File: config.mk
export PLATFORM = sky130hd
export DESIGN_NAME = pgbc_out
export DESIGN_NICKNAME = d
export VERILOG_FILES = /design/src/sv/pressure_grid_baseline_corrector_macros.svh /design/src/sv/pgbc_pkg.sv /design/src/sv/pgbc_out.sv
export SDC_FILE = /design/constraint.sdc
export NUM_CORES = 1
export LEC_CHECK = 0
export ABC_AREA = 1
export ABC_CLOCK_PERIOD_IN_PS = 1900
export BUFFER_PORTS_ARGS = -buffer_cell sky130_fd_sc_hd__buf_4
export CELL_PAD_IN_SITES_DETAIL_PLACEMENT = 0
export CELL_PAD_IN_SITES_GLOBAL_PLACEMENT = 1
export CORE_MARGIN = 3
export CORE_UTILIZATION = 25
export CTS_BUF_LIST = sky130_fd_sc_hd__clkbuf_8
export DETAILED_ROUTE_END_ITERATION = 8
export GPL_ROUTABILITY_DRIVEN = 0
export PLACE_DENSITY = 0.67
export REMOVE_ABC_BUFFERS = 1
export SLEW_MARGIN = 20
export SYNTH_ARGS = -nofsm -noshare
export SYNTH_HDL_FRONTEND = slang
export SYNTH_SLANG_ARGS = --single-unit
File: constraint.sdc
create_clock -name clk_i -period 1.9 [get_ports clk_i]
set_input_delay 0.19 -clock clk_i [delete_from_list [all_inputs] [get_ports clk_i]]
set_output_delay 0.19 -clock clk_i [all_outputs]
set_load 0.02 [all_outputs]
File: src/sv/pressure_grid_baseline_corrector_macros.svh
// Assertion macros for the pressure grid baseline corrector.
// Included by the modules that carry concurrent assertions; no other dependencies.
`ifndef PRESSURE_GRID_BASELINE_CORRECTOR_MACROS_SVH
`define PRESSURE_GRID_BASELINE_CORRECTOR_MACROS_SVH

`ifndef NO_ASSERTIONS

// Same-cycle implication, disabled during reset
`define PGBC_ASSERT_IMPL(lbl, clk, rst_n, ante, cons, msg) \
  lbl: assert property (@(posedge clk) disable iff (!rst_n) (ante) |-> (cons)) \
    else $error(msg);

// Next-cycle implication, disabled during reset
`define PGBC_ASSERT_NEXT(lbl, clk, rst_n, ante, cons, msg) \
  lbl: assert property (@(posedge clk) disable iff (!rst_n) (ante) |=> (cons)) \
    else $error(msg);

`else

`define PGBC_ASSERT_IMPL(lbl, clk, rst_n, ante, cons, msg)
`define PGBC_ASSERT_NEXT(lbl, clk, rst_n, ante, cons, msg)

`endif

`endif

File: src/sv/pgbc_pkg.sv
// Shared widths, codes and beat structures for the pressure grid baseline corrector.
// No dependencies; imported by every module of the block.
package pgbc_pkg;

  localparam int ROW_W     = 4;
  localparam int COL_W     = 5;
  localparam int SAMP_W    = 24;
  localparam int PRESS_W   = 16;
  localparam int STORE_W   = 26;
  localparam int FRAME_W   = 32;
  localparam int SHIFT_W   = 5;
  localparam int CFG_W     = 24;
  localparam int CFG_IDX_W = 2;

  // Stream payload layout
  localparam int IN_TDATA_W  = 40;
  localparam int IN_PAD_W    = IN_TDATA_W - (ROW_W + COL_W + SAMP_W + 2);
  localparam int OUT_TDATA_W = 64;
  localparam int OUT_PAD_W   = OUT_TDATA_W - (ROW_W + COL_W + PRESS_W + FRAME_W);

  typedef enum logic {
    REQ_CAL  = 1'b0,
    REQ_MEAS = 1'b1
  } req_e;

  typedef enum logic [CFG_IDX_W-1:0] {
    CFG_FULL_SCALE  = 2'd0,
    CFG_NOISE_THR   = 2'd1,
    CFG_SCALE_SHIFT = 2'd2
  } cfg_e;

  // Decoded input beat
  typedef struct packed {
    req_e               req;
    logic [ROW_W-1:0]   row;
    logic [COL_W-1:0]   col;
    logic [SAMP_W-1:0]  sample;
    logic               first_pass;
    logic               last_pass;
  } in_beat_t;

  // Result handed from the pipeline to the output stage
  typedef struct packed {
    logic [ROW_W-1:0]   cell_row;
    logic [COL_W-1:0]   cell_col;
    logic [PRESS_W-1:0] pressure;
    logic               used_baseline;
    logic               frame_end;
  } res_t;

endpackage

File: src/sv/pgbc_out.sv
// Output register stage and frame counter for the pressure grid baseline corrector.
// Depends on pgbc_pkg for the result structure and payload layout.
module pgbc_out import pgbc_pkg::*; (
  input  logic                   clk_i,
  input  logic                   rst_ni,
  input  logic                   res_valid_i,
  input  res_t                   res_i,
  output logic                   res_ready_o,
  output logic                   m_axis_tvalid,
  input  logic                   m_axis_tready,
  // tdata: cell_row, cell_col, pressure, frames_done, zero pad
  output logic [OUT_TDATA_W-1:0] m_axis_tdata,
  // tuser: used_baseline
  output logic                   m_axis_tuser,
  output logic                   m_axis_tlast
);

  logic               out_valid_q;
  res_t               out_res_q;
  logic [FRAME_W-1:0] out_frames_q;
  logic [FRAME_W-1:0] frame_cnt_q;
  logic [FRAME_W-1:0] frame_cnt_d;
  logic               load;

  assign res_ready_o = !out_valid_q || m_axis_tready;
  assign load        = res_valid_i && res_ready_o;
  assign frame_cnt_d = frame_cnt_q + FRAME_W'(res_i.frame_end);

  // Control: output valid and frame count
  always_ff @(posedge clk_i or negedge rst_ni) begin
    if (!rst_ni) begin
      out_valid_q <= 1'b0;
      frame_cnt_q <= '0;
    end else begin
      if (res_ready_o) begin
        out_valid_q <= res_valid_i;
      end
      if (load) begin
        frame_cnt_q <= frame_cnt_d;
      end
    end
  end

  // Payload: capture result with the count that includes it
  always_ff @(posedge clk_i) begin
    if (load) begin
      out_res_q    <= res_i;
      out_frames_q <= frame_cnt_d;
    end
  end

  assign m_axis_tvalid = out_valid_q;
  assign m_axis_tdata  = {{OUT_PAD_W{1'b0}}, out_frames_q, out_res_q.pressure,
                          out_res_q.cell_col, out_res_q.cell_row};
  assign m_axis_tuser  = out_res_q.used_baseline;
  assign m_axis_tlast  = out_res_q.frame_end;

endmodule

==> impl_metrics.json <==
{
  "initial_core_util_pct": 25.8,
  "timing.rr.start": "frame_cnt_q[0]",
  "min_to": "m_axis_tvalid",
  "outcome": "completed",
  "drt_iter0_markers": 193,
  "reg2regPathDepth": 9,
  "max_freq_mhz": 551,
  "cts_tree": "done",
  "avgSynthCellArea_um2": 10.3,
  "slowest_stage": "dlygate4sd3_1",
  "worstPathRequired_ps": 2020,
  "cts-buffers-inserted": 9,
  "tns_ps": 0,
  "synth-edff-count": 59,
  "ys_seq_elements": 92,
  "synth_xor_area_share_pct": 4.46,
  "dp_hpwl_um": 6420,
  "finalInstanceArea_um2": 5520,
  "synthToLayoutAreaGrowth_pct": 33.9,
  "synth.most_common_cell": "nand2_1",
  "grt_max_degree": 66,
  "drt-vias-per-instance": 3.98,
  "cts_max_path_buffers": 2,
  "hold-path-cell-count": 4,
  "r2r-end": "out_frames_q[18]",
  "grtUsageTotal_pct": 10.7,
  "path_cells": "dlygate4sd3_1, buf_4, ha_2, ha_4, nand2_2, nor2_4, nand2_4, nor2_4, nand2_1, nand2_1, nand2_1",
  "finalNetCount": 561,
  "arrival_ps": 1940,
  "startpoint_type": "input port",
  "ys_seq_area_share_pct": 63.0,
  "grt_pass1_vias": 2976,
  "grt_pass1_wl_um": 15200,
  "ys_top_cells_by_count": "nand2_1 (174), edfxtp_1 (59), dfrtp_1 (33)",
  "setup_viol": 0,
  "final_hold_viol_count": 0,
  "dieHeight_um": 134,
  "hold_class": "in2reg",
  "vdd_ir_drop_max_v": 0.000301,
  "finalMaxSlewViolations": 0,
  "dr.pass1.iters": 4,
  "core_area_um2": 16000,
  "skew_ps": 3.88,
  "p_leak_nw": 2.46,
  "critPathCaptureType": "flip-flop",
  "pwr_density_cell_nw_per_um2": 781,
  "cp_num_buf_inv": 2,
  "maxCapViolations": 0,
  "synth_adder_area_share_pct": 0.910,
  "htree_levels": 3,
  "synth_top_family_by_area": "simple AND/OR/NAND/NOR gates",
  "port_buffers": 91,
  "syn_area_um2": 4120,
  "synth-async-reset-ratio_pct": 35.9,
  "grt-ovfl-total": 0,
  "post-route-period-util_pct": 95.5,
  "routedWlPerCell_um": 12.4,
  "worstPathMaxFanout": 5,
  "num_rows": 46,
  "wirelength_um": 9280,
  "placed_area_um2": 5050,
  "cpPeakStageDelay_ps": 520,
  "synthCells": 400,
  "drive_above_1_share_pct": 27.3,
  "num_io_pins": 99,
  "crit_top_cell": "nand2_1",
  "synth.top_cells.by_area": "edfxtp_1 (43%), dfrtp_1 (20%), nand2_1 (16%), xor2_2 (2.8%), inv_1 (2.5%)",
  "insertion_delay_ps": 370,
  "diodes": 0,
  "die_w_um": 134,
  "drc": 0,
  "synth_cell_types": 21,
  "synth_top_area_share_pct": 43.0,
  "critical-path-top-delay-family": "simple AND/OR/NAND/NOR gates",
  "clk_pin_slew_ps": 80,
  "die_area_um2": 18100,
  "rsz0062_at_grt": "no",
  "yosys.area.top_type": "edfxtp_1",
  "cp.depth": 11,
  "worstHoldStart": "m_axis_tready",
  "synth_flop_cell": "edfxtp_1",
  "antenna_found_initial": 0,
  "cts_root_buf": "clkbuf_8",
  "muxShareOfSynthArea_pct": 0,
  "synth_compound_area_share_pct": 0.607,
  "dr_total_vias": 2977,
  "ant_nets": 0,
  "r2r_slack_ps": 150,
  "path_class": "in2reg",
  "finalCriticalPeriod_ps": 1820,
  "cts_num_sinks": 92,
  "yosys_warnings": 0,
  "synth-simple-area-share_pct": 26.4
}
## metrics by stage
| step | power, mW | hold slack [ps] | util (%) | setup slack (ps) | instances |
|---|---|---|---|---|---|
| after detailed placement | 3.18 | 182 | 31.6 | 131 | 702 |
| after global routing | 4.58 | 110 | 34.5 | 14.7 | 748 |
| after CTS | 4.39 | 74.8 | 34.3 | 79.9 | 746 |
| final | 4.31 | 98.8 | 34.5 | 84.6 | 748 |
| after floorplan | 2.85 | -106 | - | -1450 | 392 |
| after global placement | 3.16 | 183 | 31.6 | 220 | 702 |
## flip-flops by register name, summed over array words and instances, names as in the netlist
signal / flops
out_frames_q: 32
frame_cnt_q: 32
m_axis_tlast: 1
m_axis_tuser: 1
m_axis_tdata: 25
m_axis_tvalid: 1
## timing repair
action	4_1_cts	5_1_grt
resized for setup	0	4
hold endpoints to repair	60	0
hold buffers	28	0
setup buffers	0	2
setup endpoints to repair	0	3
## routing by layer
| layer | wire length (um) | vias up | track usage, % | part of all wire, % |
|---|---|---|---|---|
| met2 | 4280 | 87 | 16.8 | 46 |
| li1 | - | 1492 | - | - |
| met3 | 501 | 14 | 2.36 | 5.4 |
| met4 | 242 | 0 | 5.88 | 2.6 |
| met5 | 0 | - | 0 | 0 |
| met1 | 4260 | 1384 | 13.9 | 46 |
## cells by family (layout without fill, tap and decap cells)
| group | Yosys count | in the layout |
|---|---|---|
| xor+xnor | 15 | 15 |
| simple gates | 243 | 243 |
| compound gates | 5 | 5 |
| fa+ha+maj | 3 | 3 |
| other cells | 1 | 7 |
| flops | 92 | 92 |
| buf+inv | 41 | 167 |
## report_power, final
part / switching [mW] / leakage [nW] / internal [mW]
sequential: 0.117 / 1.03 / 2.35
clock: 0.676 / 0.0813 / 0.455
combinational: 0.415 / 1.35 / 0.304
total: 1.21 / 2.46 / 3.11
## tightest hold or removal path, cell delays in order
cell and delay [ps]:
buf_4 70, inv_1 30, nand2_1 90, nand2_1 60
## layout by cell type, fill, tap and decap left out
cell type	n
inv_1	26
nor2_2	10
nand2_2	7
conb_1	7
ha_2	1
clkinv_2	4
nor2_8	3
o21ai_0	5
buf_12	1
ha_4	1
clkinv_1	3
buf_4	95
xor2_1	8
dlygate4sd3_1	28
nand3_1	10
nand2_1	173
clkinvlp_4	1
xor2_2	7
and2_1	2
nor2_1	25
edfxtp_1	59
dfrtp_1	33
nand3b_1	7
clkbuf_8	9
nor2_4	5
ha_1	1
nand2_4	1
## worst max path at each step
stage,from,endpoint,slack (ps)
2_1_floorplan,m_axis_tvalid,m_axis_tdata[0],-1450
3_3_place_gp,frame_cnt_q[0],out_frames_q[26],220
3_5_place_dp,frame_cnt_q[0],out_frames_q[18],130
4_1_cts,res_i[0],out_frames_q[18],80
5_1_grt,res_i[0],out_frames_q[18],10
6_report,res_i[0],out_frames_q[18],80
## layout make-up
cell class | instances | area, um^2
Sequential cell | 92 | 2600
Tap cell | 216 | 270
Clock buffer | 9 | 124
Clock inverter | 7 | 33.8
Inverter | 27 | 103
Fill cell | 1662 | 10500
Multi-Input combinational cell | 273 | 1380
Timing Repair Buffer | 124 | 1010
(Power assumes the default switching activity.)
