### src/sv/pressure_grid_baseline_corrector_macros.svh
// Assertion macros for the pressure grid baseline corrector.
// Included by the modules that carry concurrent assertions; no other dependencies.
`ifndef PRESSURE_GRID_BASELINE_CORRECTOR_MACROS_SVH
`define PRESSURE_GRID_BASELINE_CORRECTOR_MACROS_SVH

`ifndef NO_ASSERTIONS

// Same-cycle implication, disabled during reset
`define PGBC_ASSERT_IMPL(lbl, clk, rst_n, ante, cons, msg) \
  lbl: assert property (@(posedge clk) disable iff (!rst_n) (ante) |-> (cons)) \
    else $error(msg);

// Next-cycle implication, disabled during reset
`define PGBC_ASSERT_NEXT(lbl, clk, rst_n, ante, cons, msg) \
  lbl: assert property (@(posedge clk) disable iff (!rst_n) (ante) |=> (cons)) \
    else $error(msg);

`else

`define PGBC_ASSERT_IMPL(lbl, clk, rst_n, ante, cons, msg)
`define PGBC_ASSERT_NEXT(lbl, clk, rst_n, ante, cons, msg)

`endif

`endif

### src/sv/pgbc_pkg.sv
// Shared widths, codes and beat structures for the pressure grid baseline corrector.
// No dependencies; imported by every module of the block.
package pgbc_pkg;

  localparam int ROW_W     = 4;
  localparam int COL_W     = 5;
  localparam int SAMP_W    = 24;
  localparam int PRESS_W   = 16;
  localparam int STORE_W   = 26;
  localparam int FRAME_W   = 32;
  localparam int SHIFT_W   = 5;
  localparam int CFG_W     = 24;
  localparam int CFG_IDX_W = 2;

  // Stream payload layout
  localparam int IN_TDATA_W  = 40;
  localparam int IN_PAD_W    = IN_TDATA_W - (ROW_W + COL_W + SAMP_W + 2);
  localparam int OUT_TDATA_W = 64;
  localparam int OUT_PAD_W   = OUT_TDATA_W - (ROW_W + COL_W + PRESS_W + FRAME_W);

  typedef enum logic {
    REQ_CAL  = 1'b0,
    REQ_MEAS = 1'b1
  } req_e;

  typedef enum logic [CFG_IDX_W-1:0] {
    CFG_FULL_SCALE  = 2'd0,
    CFG_NOISE_THR   = 2'd1,
    CFG_SCALE_SHIFT = 2'd2
  } cfg_e;

  // Decoded input beat
  typedef struct packed {
    req_e               req;
    logic [ROW_W-1:0]   row;
    logic [COL_W-1:0]   col;
    logic [SAMP_W-1:0]  sample;
    logic               first_pass;
    logic               last_pass;
  } in_beat_t;

  // Result handed from the pipeline to the output stage
  typedef struct packed {
    logic [ROW_W-1:0]   cell_row;
    logic [COL_W-1:0]   cell_col;
    logic [PRESS_W-1:0] pressure;
    logic               used_baseline;
    logic               frame_end;
  } res_t;

endpackage

### src/sv/pgbc_pipe.sv
// Three-stage read-modify-write pipeline around the baseline memory.
// Depends on pgbc_pkg and the assertion macros header.
`include "pressure_grid_baseline_corrector_macros.svh"

module pgbc_pipe import pgbc_pkg::*; #(
  parameter int ROWS       = 16,
  parameter int COLS       = 32,
  parameter int CAL_PASSES = 4,
  parameter int AW         = 9
) (
  input  logic               clk_i,
  input  logic               rst_ni,
  input  logic               in_valid_i,
  input  in_beat_t           in_beat_i,
  output logic               in_ready_o,
  input  logic [CFG_W-1:0]   full_scale_i,
  input  logic [CFG_W-1:0]   noise_thr_i,
  input  logic [SHIFT_W-1:0] scale_shift_i,
  output logic               rd_en_o,
  output logic [AW-1:0]      rd_addr_o,
  input  logic [STORE_W-1:0] rd_data_i,
  output logic               wr_en_o,
  output logic [AW-1:0]      wr_addr_o,
  output logic [STORE_W-1:0] wr_data_o,
  output logic               res_valid_o,
  output res_t               res_o,
  input  logic               res_ready_i
);

  // Divide by the pass count as multiply by reciprocal, exact for 26-bit sums
  localparam int          DIV_L   = $clog2(CAL_PASSES);
  localparam int          DIV_S   = STORE_W + DIV_L;
  localparam int          MULT_W  = STORE_W + 1;
  localparam int          PROD_W  = STORE_W + MULT_W;
  localparam logic [63:0] DIV_M64 = ((64'd1 << DIV_S) + 64'(CAL_PASSES) - 64'd1) /
                                    64'(CAL_PASSES);
  localparam logic [MULT_W-1:0] DIV_M = DIV_M64[MULT_W-1:0];

  // Input decode
  logic          in_range;
  logic          in_final;
  logic [AW-1:0] in_idx;
  logic          accept;
  logic          hazard;

  // Stage A: beat with memory read data
  logic               a_valid_q, a_cal_q, a_first_q, a_last_q, a_final_q;
  logic [AW-1:0]      a_idx_q;
  logic [ROW_W-1:0]   a_row_q;
  logic [COL_W-1:0]   a_col_q;
  logic [SAMP_W-1:0]  a_samp_q;

  // Stage B: sum or raw pressure
  logic               b_valid_q, b_cal_q, b_last_q, b_final_q, b_used_q;
  logic [AW-1:0]      b_idx_q;
  logic [ROW_W-1:0]   b_row_q;
  logic [COL_W-1:0]   b_col_q;
  logic [STORE_W-1:0] b_val_q;

  // Stage C: product, final pressure, write-back
  logic               c_valid_q, c_cal_q, c_last_q, c_final_q, c_used_q;
  logic [AW-1:0]      c_idx_q;
  logic [ROW_W-1:0]   c_row_q;
  logic [COL_W-1:0]   c_col_q;
  logic [STORE_W-1:0] c_val_q;
  logic [PROD_W-1:0]  c_prod_q;
  logic [PRESS_W-1:0] c_press_q;

  logic calibrated_q;
  logic calibrated_d;

  logic a_rdy, a_adv, b_rdy, b_adv, c_rdy, c_adv;
  logic b_set, c_set, cal_eff;
  logic [STORE_W-1:0] samp_ext, sum, meas_p, b_val_d;
  logic [STORE_W-1:0] p_thr;
  logic [PROD_W-1:0]  prod;
  logic [PRESS_W-1:0] press;

  // Decode cell position
  assign in_range = (32'(in_beat_i.row) < ROWS) && (32'(in_beat_i.col) < COLS);
  assign in_final = (32'(in_beat_i.row) == ROWS - 1) && (32'(in_beat_i.col) == COLS - 1);
  assign in_idx   = AW'(32'(in_beat_i.row) * COLS + 32'(in_beat_i.col));

  // Interlock: hold a beat whose cell has a calibration write still in flight
  assign hazard = in_range &&
                  ((a_valid_q && a_cal_q && (a_idx_q == in_idx)) ||
                   (b_valid_q && b_cal_q && (b_idx_q == in_idx)) ||
                   (c_valid_q && c_cal_q && (c_idx_q == in_idx)));

  // Stage flow: calibration leaves C at once, measurement waits for the output slot
  assign c_adv = c_valid_q && (c_cal_q || res_ready_i);
  assign c_rdy = !c_valid_q || c_adv;
  assign b_adv = b_valid_q && c_rdy;
  assign b_rdy = !b_valid_q || c_rdy;
  assign a_adv = a_valid_q && b_rdy;
  assign a_rdy = !a_valid_q || b_rdy;

  assign in_ready_o = a_rdy && !hazard;
  assign accept     = in_valid_i && in_ready_o;

  assign rd_en_o   = accept && in_range;
  assign rd_addr_o = in_idx;

  // Calibrated flag as seen by a measurement in stage A
  assign b_set   = b_valid_q && b_cal_q && b_last_q && b_final_q;
  assign c_set   = c_valid_q && c_cal_q && c_last_q && c_final_q;
  assign cal_eff = calibrated_q || b_set || c_set;
  assign calibrated_d = calibrated_q || c_set;

  // Stage A work: accumulate or correct
  always_comb begin
    samp_ext = STORE_W'(a_samp_q);
    sum      = a_first_q ? samp_ext : (rd_data_i + samp_ext);
    if (cal_eff) begin
      meas_p = (rd_data_i > samp_ext) ? (rd_data_i - samp_ext) : '0;
    end else begin
      meas_p = (a_samp_q < full_scale_i) ? STORE_W'(full_scale_i - a_samp_q) : '0;
    end
    b_val_d = a_cal_q ? sum : meas_p;
  end

  // Stage B work: reciprocal multiply, threshold and scale
  assign prod  = PROD_W'(b_val_q) * PROD_W'(DIV_M);
  assign p_thr = (b_val_q < STORE_W'(noise_thr_i)) ? '0 : b_val_q;
  assign press = PRESS_W'(p_thr >> scale_shift_i);

  // Stage C: write back the baseline, hand off the result
  assign wr_en_o   = c_valid_q && c_cal_q;
  assign wr_addr_o = c_idx_q;
  assign wr_data_o = c_last_q ? STORE_W'(c_prod_q >> DIV_S) : c_val_q;

  assign res_valid_o = c_valid_q && !c_cal_q;
  always_comb begin
    res_o.cell_row      = c_row_q;
    res_o.cell_col      = c_col_q;
    res_o.pressure      = c_press_q;
    res_o.used_baseline = c_used_q;
    res_o.frame_end     = c_final_q;
  end

  // Control: stage valids and calibrated flag
  always_ff @(posedge clk_i or negedge rst_ni) begin
    if (!rst_ni) begin
      a_valid_q    <= 1'b0;
      b_valid_q    <= 1'b0;
      c_valid_q    <= 1'b0;
      calibrated_q <= 1'b0;
    end else begin
      if (a_rdy) begin
        a_valid_q <= accept && in_range;
      end
      if (b_rdy) begin
        b_valid_q <= a_valid_q;
      end
      if (c_rdy) begin
        c_valid_q <= b_valid_q;
      end
      calibrated_q <= calibrated_d;
    end
  end

  // Payload: advance stage contents
  always_ff @(posedge clk_i) begin
    if (accept) begin
      a_cal_q   <= (in_beat_i.req == REQ_CAL);
      a_idx_q   <= in_idx;
      a_row_q   <= in_beat_i.row;
      a_col_q   <= in_beat_i.col;
      a_samp_q  <= in_beat_i.sample;
      a_first_q <= in_beat_i.first_pass;
      a_last_q  <= in_beat_i.last_pass;
      a_final_q <= in_final;
    end
    if (a_adv) begin
      b_cal_q   <= a_cal_q;
      b_idx_q   <= a_idx_q;
      b_row_q   <= a_row_q;
      b_col_q   <= a_col_q;
      b_last_q  <= a_last_q;
      b_final_q <= a_final_q;
      b_val_q   <= b_val_d;
      b_used_q  <= cal_eff;
    end
    if (b_adv) begin
      c_cal_q   <= b_cal_q;
      c_idx_q   <= b_idx_q;
      c_row_q   <= b_row_q;
      c_col_q   <= b_col_q;
      c_last_q  <= b_last_q;
      c_final_q <= b_final_q;
      c_val_q   <= b_val_q;
      c_prod_q  <= prod;
      c_press_q <= press;
      c_used_q  <= b_used_q;
    end
  end

  `PGBC_ASSERT_IMPL(a_no_rw_clash, clk_i, rst_ni, wr_en_o && rd_en_o, wr_addr_o != rd_addr_o, "read of a cell being written")
  `PGBC_ASSERT_IMPL(a_bc_distinct, clk_i, rst_ni, b_valid_q && b_cal_q && c_valid_q && c_cal_q, b_idx_q != c_idx_q, "two writes in flight to one cell")
  `PGBC_ASSERT_NEXT(a_cal_sticky, clk_i, rst_ni, calibrated_q, calibrated_q, "calibrated flag dropped")
  `PGBC_ASSERT_NEXT(a_res_hold, clk_i, rst_ni, res_valid_o && !res_ready_i, res_valid_o && $stable(res_o), "stalled result lost or changed")

endmodule

### config.mk
export PLATFORM = sky130hd
export DESIGN_NAME = pgbc_pipe
export DESIGN_NICKNAME = d
export VERILOG_FILES = /design/src/sv/pgbc_pkg.sv /design/src/sv/pgbc_pipe.sv
export VERILOG_INCLUDE_DIRS = /design/src /design/src/sv
export SDC_FILE = /design/constraint.sdc
export NUM_CORES = 1
export LEC_CHECK = 0
export ABC_AREA = 1
export BUFFER_PORTS_ARGS = -buffer_cell sky130_fd_sc_hd__buf_4
export CORE_MARGIN = 2
export CORE_UTILIZATION = 25
export CTS_CLUSTER_SIZE = 25
export DETAILED_ROUTE_END_ITERATION = 8
export GPL_ROUTABILITY_DRIVEN = 0
export SYNTH_ARGS = -nofsm -noshare
export SYNTH_HDL_FRONTEND = slang
export SYNTH_SLANG_ARGS = --single-unit
### constraint.sdc
create_clock -name clk_i -period 5.1 [get_ports clk_i]
set_input_delay 1.02 -clock clk_i [delete_from_list [all_inputs] [get_ports clk_i]]
set_output_delay 1.02 -clock clk_i [all_outputs]
set_load 0.01 [all_outputs]
==> summary.md, run 1 <==
| Metric | Value |
|---|---|
| Status | `completed` |
| Critical path arrival | `2.44 ns` |
| Max_slew headroom | `0.3952` |
| Number of global-route vias before repair | `11525` |
| Most used DFF post-synth | `edfxtp_1` |
| Slew at the pin with the worst max-slew slack | `0.9072 ns` |
| Setup Crit Path Kind | `in -> out` |
| Num CTS Buffers | `17` |
| Max Slew Vio Count | `0` |
| Post-DP HPWL | `33340 um` |
| PortBufs | `193` |
| Largest fanout on the critical path | `7` |
| CORE AREA | `47750 um2` |
| Post-synthesis simple-gate area fraction | `0.2858` |
| Reg-to-reg startpoint | `a_samp_q[3]` |
| Sequential share of the synthesized area | `0.3334` |
| Post-synthesis xor/xnor area fraction | `0.04560` |
| CTS tree | `done` |
| Placed cell count | `2406` |
| Initial antenna violation count | `4` |
| First-pass GRT wire length | `63330 um` |
| Post_cts resized | `0` |
| Final clock skew | `0.01203 ns` |
| FF+latch count, synth | `135` |
| Drc violations | `0` |
| Cell area power density | `284.1 nW/um2` |
| First drt pass iteration count | `6` |
| Final WL | `41570 um` |
| Clk root buf | `clkbuf_16` |
| Mean area per synthesized cell | `7.241 um2` |
| Hold Crit Class | `in -> async` |
| Final antenna-violating net count | `0` |
| Critical Path RT | `4.08 ns` |
| Total grt overflow | `0` |
| Chip height | `224.0 um` |
| Vias | `11944` |
| Compound-gate portion of the synthesized area | `0.1276` |
| Max cap viols | `0` |
| Post-Syn Nets | `1888` |
| Final setup viols | `0` |
| Largest family of logic cells by synthesized area | `simple AND/OR/NAND/NOR gates` |
| Worst slack at placement | `1.337 ns` |
| Setup Buffers After CTS | `0` |
| Final clock period utilization by the worst path | `0.6775` |
| Critical Path Source | `in_beat_i[33]` |
| WP depth | `7` |
| Total Neg Setup Slack | `0 ns` |
| Vias per std cell | `4.895` |
| Final Hold Viols | `0` |
| Most used cell, CP | `buf_4` |
| RSZ-0062 raised after global routing | `false` |
| Sequential Area | `4034 um2` |
| FF-to-FF path depth | `13` |
| Fin worst setup slack | `1.645 ns` |
| Placed Instance Area | `13920 um2` |
| Row count | `80` |
| Nets@finish | `2027` |
| Post-Syn Area | `12100 um2` |
| Area growth syn-to-layout | `19.94%` |
| Crit-path leading delay family | `simple AND/OR/NAND/NOR gates` |
| Clk sink count | `135` |
| Slowest library cell on the worst path | `nor4_1` |
| Global Route Usage Sum | `0.1647` |
| F_max | `0.2894 GHz` |
| Routed WL per cell | `17.04 um` |
| Initial core utilization | `0.2534` |
| Critical path buffer and inverter count | `2` |
| Cts hold-fix bufs | `0` |
| Critical path launch point type | `input port` |
| Worst setup EP type | `output port` |
| Post-synth ARST share | `0.02963` |
| Post-synthesis cell count | `1671` |
| Layout cells sized above 1 | `0.1432` |
| Adder-cell share of the synthesized area | `0.1032` |
| Syn. warnings | `0` |
| Design area | `14510 um2` |
| Clock Path Buffers | `2` |
| Fin crit period | `3.455 ns` |
| Clock H-tree levels | `4` |
| CTS clk-pin slew, worst paths | `0.07 ns` |
| Multi-input gate area | `6818 um2` |
| Util after Layout | `0.3039` |
| Initial DRC Count | `1015` |
| Worst VDD drop | `143.2 uV` |
| Post-synth EDFFs | `131` |
| Multiplexer area fraction after synthesis | `0` |
| Leak pwr | `6.860 nW` |
| Synth cell types | `50` |
| Pin count of the biggest net entering global routing | `46` |
| Max incr delay on CP | `0.51 ns` |
| # fillers | `5064` |
| I/O Pins | `194` |
| Die Wd | `224.0 um` |
| Worst skew pair latency | `0.46 ns` |
| Sequence of cells on the critical path | `buf_4 -> xor2_1 -> nor4_1 -> a31oi_1 -> nand2_1 -> nor2_4 -> buf_4` |
| Die area | `50170 um2` |
| Non-Filler Instances | `2440` |
placed cells by master (no fill, tap or decap), types with 3 or more instances in the layout:
master,instances
nand2_1,419
inv_1,210
nand3_1,200
buf_4,199
edfxtp_1,131
a21oi_1,124
nor2_1,108
ha_1,95
o21ai_0,78
xor2_1,53
nor3_1,21
nand4_1,17
clkbuf_16,17
o21ai_1,13
o211ai_1,13
or2_2,10
xnor2_1,10
o21bai_1,9
a21o_1,8
nor4_1,7
a31oi_1,7
o22ai_1,6
nand2_2,5
inv_6,5
a21boi_0,4
or2_1,4
dfrtp_1,4
inv_8,4
clkinv_4,4
inv_2,3
nand3_2,3
fa_1,3
flip-flops by register name (all words and copies together) (netlist names), 9 cells and up:
| name | flops |
|---|---|
| b_val_q | 26 |
| c_val_q | 26 |
| a_samp_q | 24 |
| c_press_q | 16 |
| a_idx_q | 9 |
| b_idx_q | 9 |
| wr_addr_o | 9 |
cell usage after synthesis (all sizes together) (13+ instances only):
library cell / n / area (um2)
or2: 14 / 87.58
xor2: 53 / 464.2
nor3: 23 / 125.1
ha: 95 / 1189
clkbuf: 26 / 101.3
o21ai: 93 / 473.0
nand3: 203 / 1031
inv: 213 / 799.5
nand2: 424 / 1604
a21oi: 125 / 629.4
buf: 53 / 354.1
nor2: 110 / 412.9
o211ai: 13 / 97.59
nand4: 17 / 106.4
edfxtp: 131 / 3934
cell families (layout without fill, tap and decap cells):
family	Yosys count	after routing
other	0	2
adder cells (fa/ha/maj)	98	98
AND/OR/NAND/NOR	805	805
flip-flops	135	135
AO/OA/AOI/OAI	276	276
buffers and inverters	294	446
XOR/XNOR	63	63
where the power goes:
group	leakage, nW	internal, mW	switching (mW)	total, mW
Sequential	1.33	1.38	0.113	1.50
Clock	0.291	0.692	0.562	1.25
Combinational	5.24	0.506	0.867	1.37
area by class of cell:
type / instances / area share
Clock inverter: 15 / 0.01095
Tap cell: 615 / 0.05303
Antenna cell: 2 / 0.0003449
Clock buffer: 17 / 0.02932
Timing Repair Buffer: 199 / 0.1029
Inverter: 215 / 0.05561
Sequential cell: 135 / 0.2780
Multi-Input combinational cell: 1242 / 0.4698
metrics by stage:
stage                     hold slack, ns  power [mW]
after floorplan                   0.4003       2.378
after global placement            0.4072       2.858
after detailed placement          0.4107       2.875
after CTS                         0.3338       4.148
after global routing              0.3373       4.376
final                             0.3578       4.123
layer usage:
layer  share of wire  GRT usage
met5         0.00065          0
met4           0.030    0.06172
met3           0.085    0.03738
met2            0.45     0.2681
met1            0.43     0.2125
final timing paths:
kind / slack [ns] / end
max: 1.64 / rd_en_o
min: 0.36 / b_valid_q
max reg2reg: 1.93 / b_val_q[23]
min reg2reg: 0.43 / b_last_q
max in group asynchronous: 4.63 / c_valid_q
min in group clk_i: 0.43 / b_last_q
Note: power is estimated with default switching activity, not from simulation.
==> inputs of run 2 (changes only) <==
==> constraint.sdc (replaced) <==
create_clock -name clk_i -period 2.85 [get_ports clk_i]
set_input_delay 0.57 -clock clk_i [delete_from_list [all_inputs] [get_ports clk_i]]
set_output_delay 0.57 -clock clk_i [all_outputs]
set_load 0.01 [all_outputs]
==> summary.md, run 2 (synthesis gave the netlist of run 1 again) <==
| Metric | Value |
|---|---|
| Status | `completed` |
| Vias per std cell | `4.824 (-1.4%)` |
| Clock Path Buffers | `2 (unchanged)` |
| Die Wd | `224.0 um (unchanged)` |
| CTS tree | `done` |
| First drt pass iteration count | `5 (-1)` |
| First-pass GRT wire length | `66620 um (+5.2%)` |
| DRT met1 WL | `19610 um (+9.3%)` |
| Number of global-route vias before repair | `12040 (+4.5%)` |
| Total grt overflow | `0 (unchanged)` |
| # fillers | `4998 (-1.3%)` |
| Initial core utilization | `0.2534 (unchanged)` |
| Post-DP HPWL | `35270 um (+5.8%)` |
| Clk root buf | `clkbuf_16` |
| Area growth syn-to-layout | `32.41%` |
| Worst skew pair latency | `0.47 ns (about the same)` |
| Max Slew Vio Count | `0 (unchanged)` |
| Global Route Usage Sum | `0.1730 (+0.008277)` |
| Uppermost layer routed | `met4` |
| CORE AREA | `47750 um2 (unchanged)` |
| Met3 wire length | `3133 um (-11%)` |
| Hold Crit Class | `in -> reg` |
| Nets@finish | `2193 (+8.2%)` |
| Clock H-tree levels | `4 (unchanged)` |
| Commonest cells after routing, fill and taps aside | `417 x nand2_1, 356 x buf_4, 209 x inv_1` |
| Row count | `80 (unchanged)` |
| Num CTS Buffers | `17 (unchanged)` |
| Commonest non-fill, non-tap cell in the layout | `nand2_1` |
| Pin count of the biggest net entering global routing | `43 (-6.5%)` |
| Largest fanout on the critical path | `4 (-3)` |
| Final antenna-violating net count | `0 (unchanged)` |
| Final clock skew | `0.01455 ns (+0.002520 ns)` |
| Cell area power density | `490.5 nW/um2 (+73%)` |
| Placed Instance Area | `15140 um2 (+8.7%)` |
| Placed cell count | `2561 (+6.4%)` |
| Chip height | `224.0 um (unchanged)` |
| ANT cells | `0 (-2)` |
| Clk sink count | `135 (unchanged)` |
| F_max | `0.3672 GHz` |
| Max_slew headroom | `0.4991 (+0.1039)` |
| Routed WL per cell | `16.93 um (-0.62%)` |
| Worst slack at placement | `-0.2660 ns (-1.603 ns)` |
| Worst setup EP type | `flop` |
| Initial antenna violation count | `0 (-4)` |
| Drc violations | `0 (unchanged)` |
| Final Hold Viols | `0 (unchanged)` |
| Layout cells sized above 1 | `0.2283 (+0.08508)` |
| Leak pwr | `7.701 nW (+12%)` |
| Setup Crit Path Kind | `reg -> reg` |
| CTS clk-pin slew, worst paths | `0.08 ns (about the same)` |
| Critical path launch point type | `flop` |
| Biggest regs | `b_val_q (26), c_val_q (26), a_samp_q (24)` |
| Max cap viols | `0 (unchanged)` |
| RSZ-0062 raised after global routing | `true` |
| Final WL | `44090 um (+6.1%)` |
| Fin crit period | `2.723 ns` |
| Final setup viols | `0 (unchanged)` |
| Design area | `16020 um2 (+10%)` |
| Initial DRC Count | `1069 (+5.3%)` |
| Die area | `50170 um2 (unchanged)` |
| Met2 Wirelength | `19970 um (+6.0%)` |
| Non-Filler Instances | `2604 (+6.7%)` |
| Vias | `12562 (+5.2%)` |
| Critical Path RT | `3.07 ns (-1.01 ns)` |
| Util after Layout | `0.3355 (+0.03160)` |
| Fin worst setup slack | `0.1268 ns (-1.518 ns)` |
| Worst hold slack | `0.2715 ns (-0.08625 ns)` |
| Worst VDD drop | `389.5 uV (+170%)` |
| Final clock period utilization by the worst path | `0.9555` |
| Slew at the pin with the worst max-slew slack | `0.7506 ns (-0.1567 ns)` |
| PortBufs | `193 (unchanged)` |
| Critical path arrival | `2.94 ns (+0.50 ns)` |
| I/O Pins | `194 (unchanged)` |
==> run 2: timing repair <==
item | CTS | global route
hold buffers | 1 | 0
cloned | 1 | 0
resized for setup | 2 | 38
hold endpoints to repair | 4 | 0
pin swaps | 0 | 6
setup buffers | 0 | 9
endpoints found under the setup margin | 18 | 34
==> run 2: area by class of cell <==
class	instances	area (um2)	area share
timing repair buffer	364	2818	0.1759
multi-input combinational	1243	6997	0.4367
clock inverter	15	170.2	0.01062
sequential	135	4034	0.2518
tap	615	769.5	0.04803
clock buffer	17	425.4	0.02655
inverter	215	807.0	0.05037
==> run 2: metrics by stage <==
stage	TNS [ns]	total power, mW
floorplan	0	4.252
global placement	-5.169	5.455
detailed placement	-6.089	5.489
CTS	0	7.826
global route	-0.08299	8.330
finish	0	7.858
==> run 2: power breakdown <==
part           total [mW]  internal, mW  switching (mW)
Combinational        2.92          1.22            1.70
Clock                2.29          1.18            1.11
Sequential           2.64          2.47           0.170
Total                7.86          4.88            2.98
==> run 2: metal layers <==
layer	vias up	global-route usage
met5	-	0
met4	0	0.06688
met3	74	0.02964
met2	528	0.2783
met1	5776	0.2310
li1	6184	-
==> run 2: path summary, 6_finish.rpt <==
kind	startpoint	to	slack (ns)	cells after the start
max reg2reg	a_samp_q[2]	b_val_q[25]	0.13	15
max in group asynchronous	rst_ni	c_valid_q	2.27	2
min	in_beat_i[17]	a_samp_q[15]	0.27	1
min in group asynchronous	rst_ni	b_valid_q	0.46	2
min reg2reg	b_used_q	c_used_q	0.43	0
max	a_samp_q[2]	b_val_q[25]	0.13	15
==> run 2: critical path: stages (launching register included) <==
cell      delay (ns)
edfxtp_1        0.40
inv_1           0.10
ha_1            0.33
inv_1           0.10
a21oi_1         0.23
o21ai_1         0.10
buf_4           0.17
nand3_1         0.07
nand2_1         0.14
nand3_2         0.16
nand3_1         0.13
nand2_1         0.10
o211ai_1        0.10
or2_1           0.22
nand3_1         0.07
nand2_1         0.06
==> inputs of run 3 (changes only) <==
--- a/config.mk
+++ b/config.mk
@@ -8,11 +8,14 @@
 export LEC_CHECK = 0
 export ABC_AREA = 1
 export BUFFER_PORTS_ARGS = -buffer_cell sky130_fd_sc_hd__buf_4
+export CELL_PAD_IN_SITES_DETAIL_PLACEMENT = 0
+export CELL_PAD_IN_SITES_GLOBAL_PLACEMENT = 2
 export CORE_MARGIN = 2
 export CORE_UTILIZATION = 25
 export CTS_CLUSTER_SIZE = 25
 export DETAILED_ROUTE_END_ITERATION = 8
 export GPL_ROUTABILITY_DRIVEN = 0
+export PLACE_DENSITY_LB_ADDON = 0.1
 export SYNTH_ARGS = -nofsm -noshare
 export SYNTH_HDL_FRONTEND = slang
 export SYNTH_SLANG_ARGS = --single-unit
==> summary.md, run 3 (synthesis gave the netlist of run 1 again) <==
| Metric | Value |
|---|---|
| # fillers | `5092 (+1.9%)` |
| Row count | `80 (unchanged)` |
| FF-to-FF path depth | `17 (+2)` |
| Worst skew pair latency | `0.50 ns (+0.03 ns)` |
| Hold Path Stages | `1 (unchanged)` |
| First drt pass iteration count | `5 (unchanged)` |
| Drc violations | `0 (unchanged)` |
| Fin worst setup slack | `0.1072 ns (-0.01966 ns)` |
| Fin crit period | `2.743 ns (+0.01966 ns)` |
| Sequence of cells on the critical path | `buf_6 -> ha_4 -> inv_1 -> fa_2 -> or2_4 -> o21ai_4 -> nand2_1 -> nand2_2 -> a31oi_1 -> buf_4 -> inv_4 -> nand2_1 -> nand2_1 -> xor2_1 -> nand2_1 -> nand2_1 -> nand2_1` |
| Setup Crit Path Kind | `reg -> reg` |
| Vias per std cell | `4.643 (-3.8%)` |
| R2r setup slk | `0.11 ns (-0.02 ns)` |
| Worst setup EP type | `flop` |
| Final setup viols | `0 (unchanged)` |
| Total grt overflow | `0 (unchanged)` |
| Clock Path Buffers | `2 (unchanged)` |
| Status | `completed` |
| Post-DP HPWL | `41960 um (+19%)` |
| Leak pwr | `8.327 nW (+8.1%)` |
| Vias | `12592 (+0.24%)` |
| First-pass GRT wire length | `77550 um (+16%)` |
| PortBufs | `193 (unchanged)` |
| Clk root buf | `clkbuf_16` |
| I/O Pins | `194 (unchanged)` |
| CTS tree | `done` |
| ANT cells | `0 (unchanged)` |
| Max cap viols | `0 (unchanged)` |
| Initial antenna violation count | `0 (unchanged)` |
| Critical path launch point type | `flop` |
| Biggest regs | `b_val_q (26), c_val_q (26), a_samp_q (24)` |
| Die area | `50170 um2 (unchanged)` |
| Pin count of the biggest net entering global routing | `56 (+30%)` |
| Max_slew headroom | `0.4517 (-0.04735)` |
| Clock H-tree levels | `4 (unchanged)` |
| Final WL | `52220 um (+18%)` |
| Final antenna-violating net count | `0 (unchanged)` |
| Hold Crit Class | `in -> reg` |
| Slowest library cell on the worst path | `edfxtp_1` |
| Final Hold Viols | `0 (unchanged)` |
| Initial core utilization | `0.2534 (unchanged)` |
| Global Route Usage Sum | `0.2098 (+0.03685)` |
| Final clock period utilization by the worst path | `0.9624 (+0.006899)` |
| Critical path arrival | `3.01 ns (+0.07 ns)` |
| Routed WL per cell | `19.25 um (+14%)` |
| Area growth syn-to-layout | `41.97%` |
| Number of global-route vias before repair | `12825 (+6.5%)` |
| Multi-input gate area | `7258 um2 (+3.7%)` |
| Max incr delay on CP | `0.36 ns (-0.04 ns)` |
| Cell area power density | `479.8 nW/um2 (-2.2%)` |
| Die Wd | `224.0 um (unchanged)` |
| Worst VDD drop | `336.6 uV (-14%)` |
| Worst slack at placement | `-0.4947 ns (-0.2288 ns)` |
| Nets@finish | `2301 (+4.9%)` |
| CTS clk-pin slew, worst paths | `0.07 ns (about the same)` |
| Layout cells sized above 1 | `0.2895 (+0.06121)` |
| F_max | `0.3646 GHz (-0.72%)` |
| Most used cell, CP | `nand2_1` |
| Chip height | `224.0 um (unchanged)` |
| Largest fanout on the critical path | `3 (-1)` |
| RSZ-0062 raised after global routing | `true` |
| Design Power | `8.242 mW (+4.9%)` |
| Slew at the pin with the worst max-slew slack | `0.8215 ns (+0.07095 ns)` |
| Final clock skew | `0.01928 ns (+0.004730 ns)` |
| Initial DRC Count | `763 (-29%)` |
| Max Slew Vio Count | `0 (unchanged)` |
| Commonest cells after routing, fill and taps aside | `456 x buf_4, 398 x nand2_1, 203 x inv_1` |
| Commonest non-fill, non-tap cell in the layout | `buf_4` |
| Sequential Area | `4034 um2 (unchanged)` |
| Clk sink count | `135 (unchanged)` |
| CORE AREA | `47750 um2 (unchanged)` |
| Critical Path RT | `3.12 ns (+0.05 ns)` |
| Num CTS Buffers | `17 (unchanged)` |
run 3: through the flow:
| step | hold slack [ns] | cell area, um2 | TNS [ns] | utilization | cells |
|---|---|---|---|---|---|
| 3_5_place_dp | 0.3726 | 15930 | -11.95 | 0.3336 | 2663 |
| 6_report | 0.2371 | 17180 | 0 | 0.3598 | 2712 |
| 2_1_floorplan | 0.2744 | 12100 | 0 | - | 1671 |
| 4_1_cts | 0.1946 | 16620 | -0.1789 | 0.3481 | 2700 |
| 5_1_grt | 0.1998 | 17180 | -0.1285 | 0.3598 | 2712 |
| 3_3_place_gp | 0.3722 | 15930 | -11.21 | 0.3336 | 2663 |
run 3: path summary, 6_finish.rpt:
| check | end | start |
|---|---|---|
| min in group asynchronous | b_valid_q | rst_ni |
| max in group asynchronous | calibrated_q | rst_ni |
| max | b_val_q[18] | a_samp_q[0] |
| max reg2reg | b_val_q[18] | a_samp_q[0] |
| min reg2reg | c_used_q | b_used_q |
| min | a_samp_q[18] | in_beat_i[20] |
run 3: what timing repair did:
item	CTS	global route
gates cloned	1	3
pin swaps	3	17
hold endpoints to repair	4	0
setup buffers	3	9
setup endpoints to repair	26	30
resized for setup	8	101
hold buffers	1	0
run 3: routing by layer:
metal,up-vias,GRT usage,share of wire
li1,6404,-,-
met1,5901,0.2764,0.46
met2,253,0.3545,0.48
met3,34,0.03738,0.039
met4,0,0.05226,0.019
met5,-,0,0
run 3: layout make-up:
cell class | instances | area share
Sequential cell | 135 | 0.2348
Timing Repair Buffer | 472 | 0.2159
Inverter | 215 | 0.04713
Clock buffer | 17 | 0.02477
Tap cell | 615 | 0.04480
Multi-Input combinational cell | 1243 | 0.4225
Clock inverter | 15 | 0.01005
run 3: worst max-delay path, delay by kind of cell (launching register included):
family | cells | cell delay [ns]
buffers and inverters | 4 | 0.44
AOI/OAI and AO/OA | 2 | 0.25
DFF | 1 | 0.36
adders and majority gates | 2 | 0.48
xor gates and xnor gates | 1 | 0.19
and+or+nand+nor | 8 | 0.78
run 3: power breakdown:
group	switching [mW]	leakage, nW	total (mW)	internal, mW
clock	1.12	0.289	2.37	1.25
combinational	1.84	6.71	3.23	1.39
sequential	0.172	1.33	2.64	2.47
total	3.13	8.33	8.24	5.11
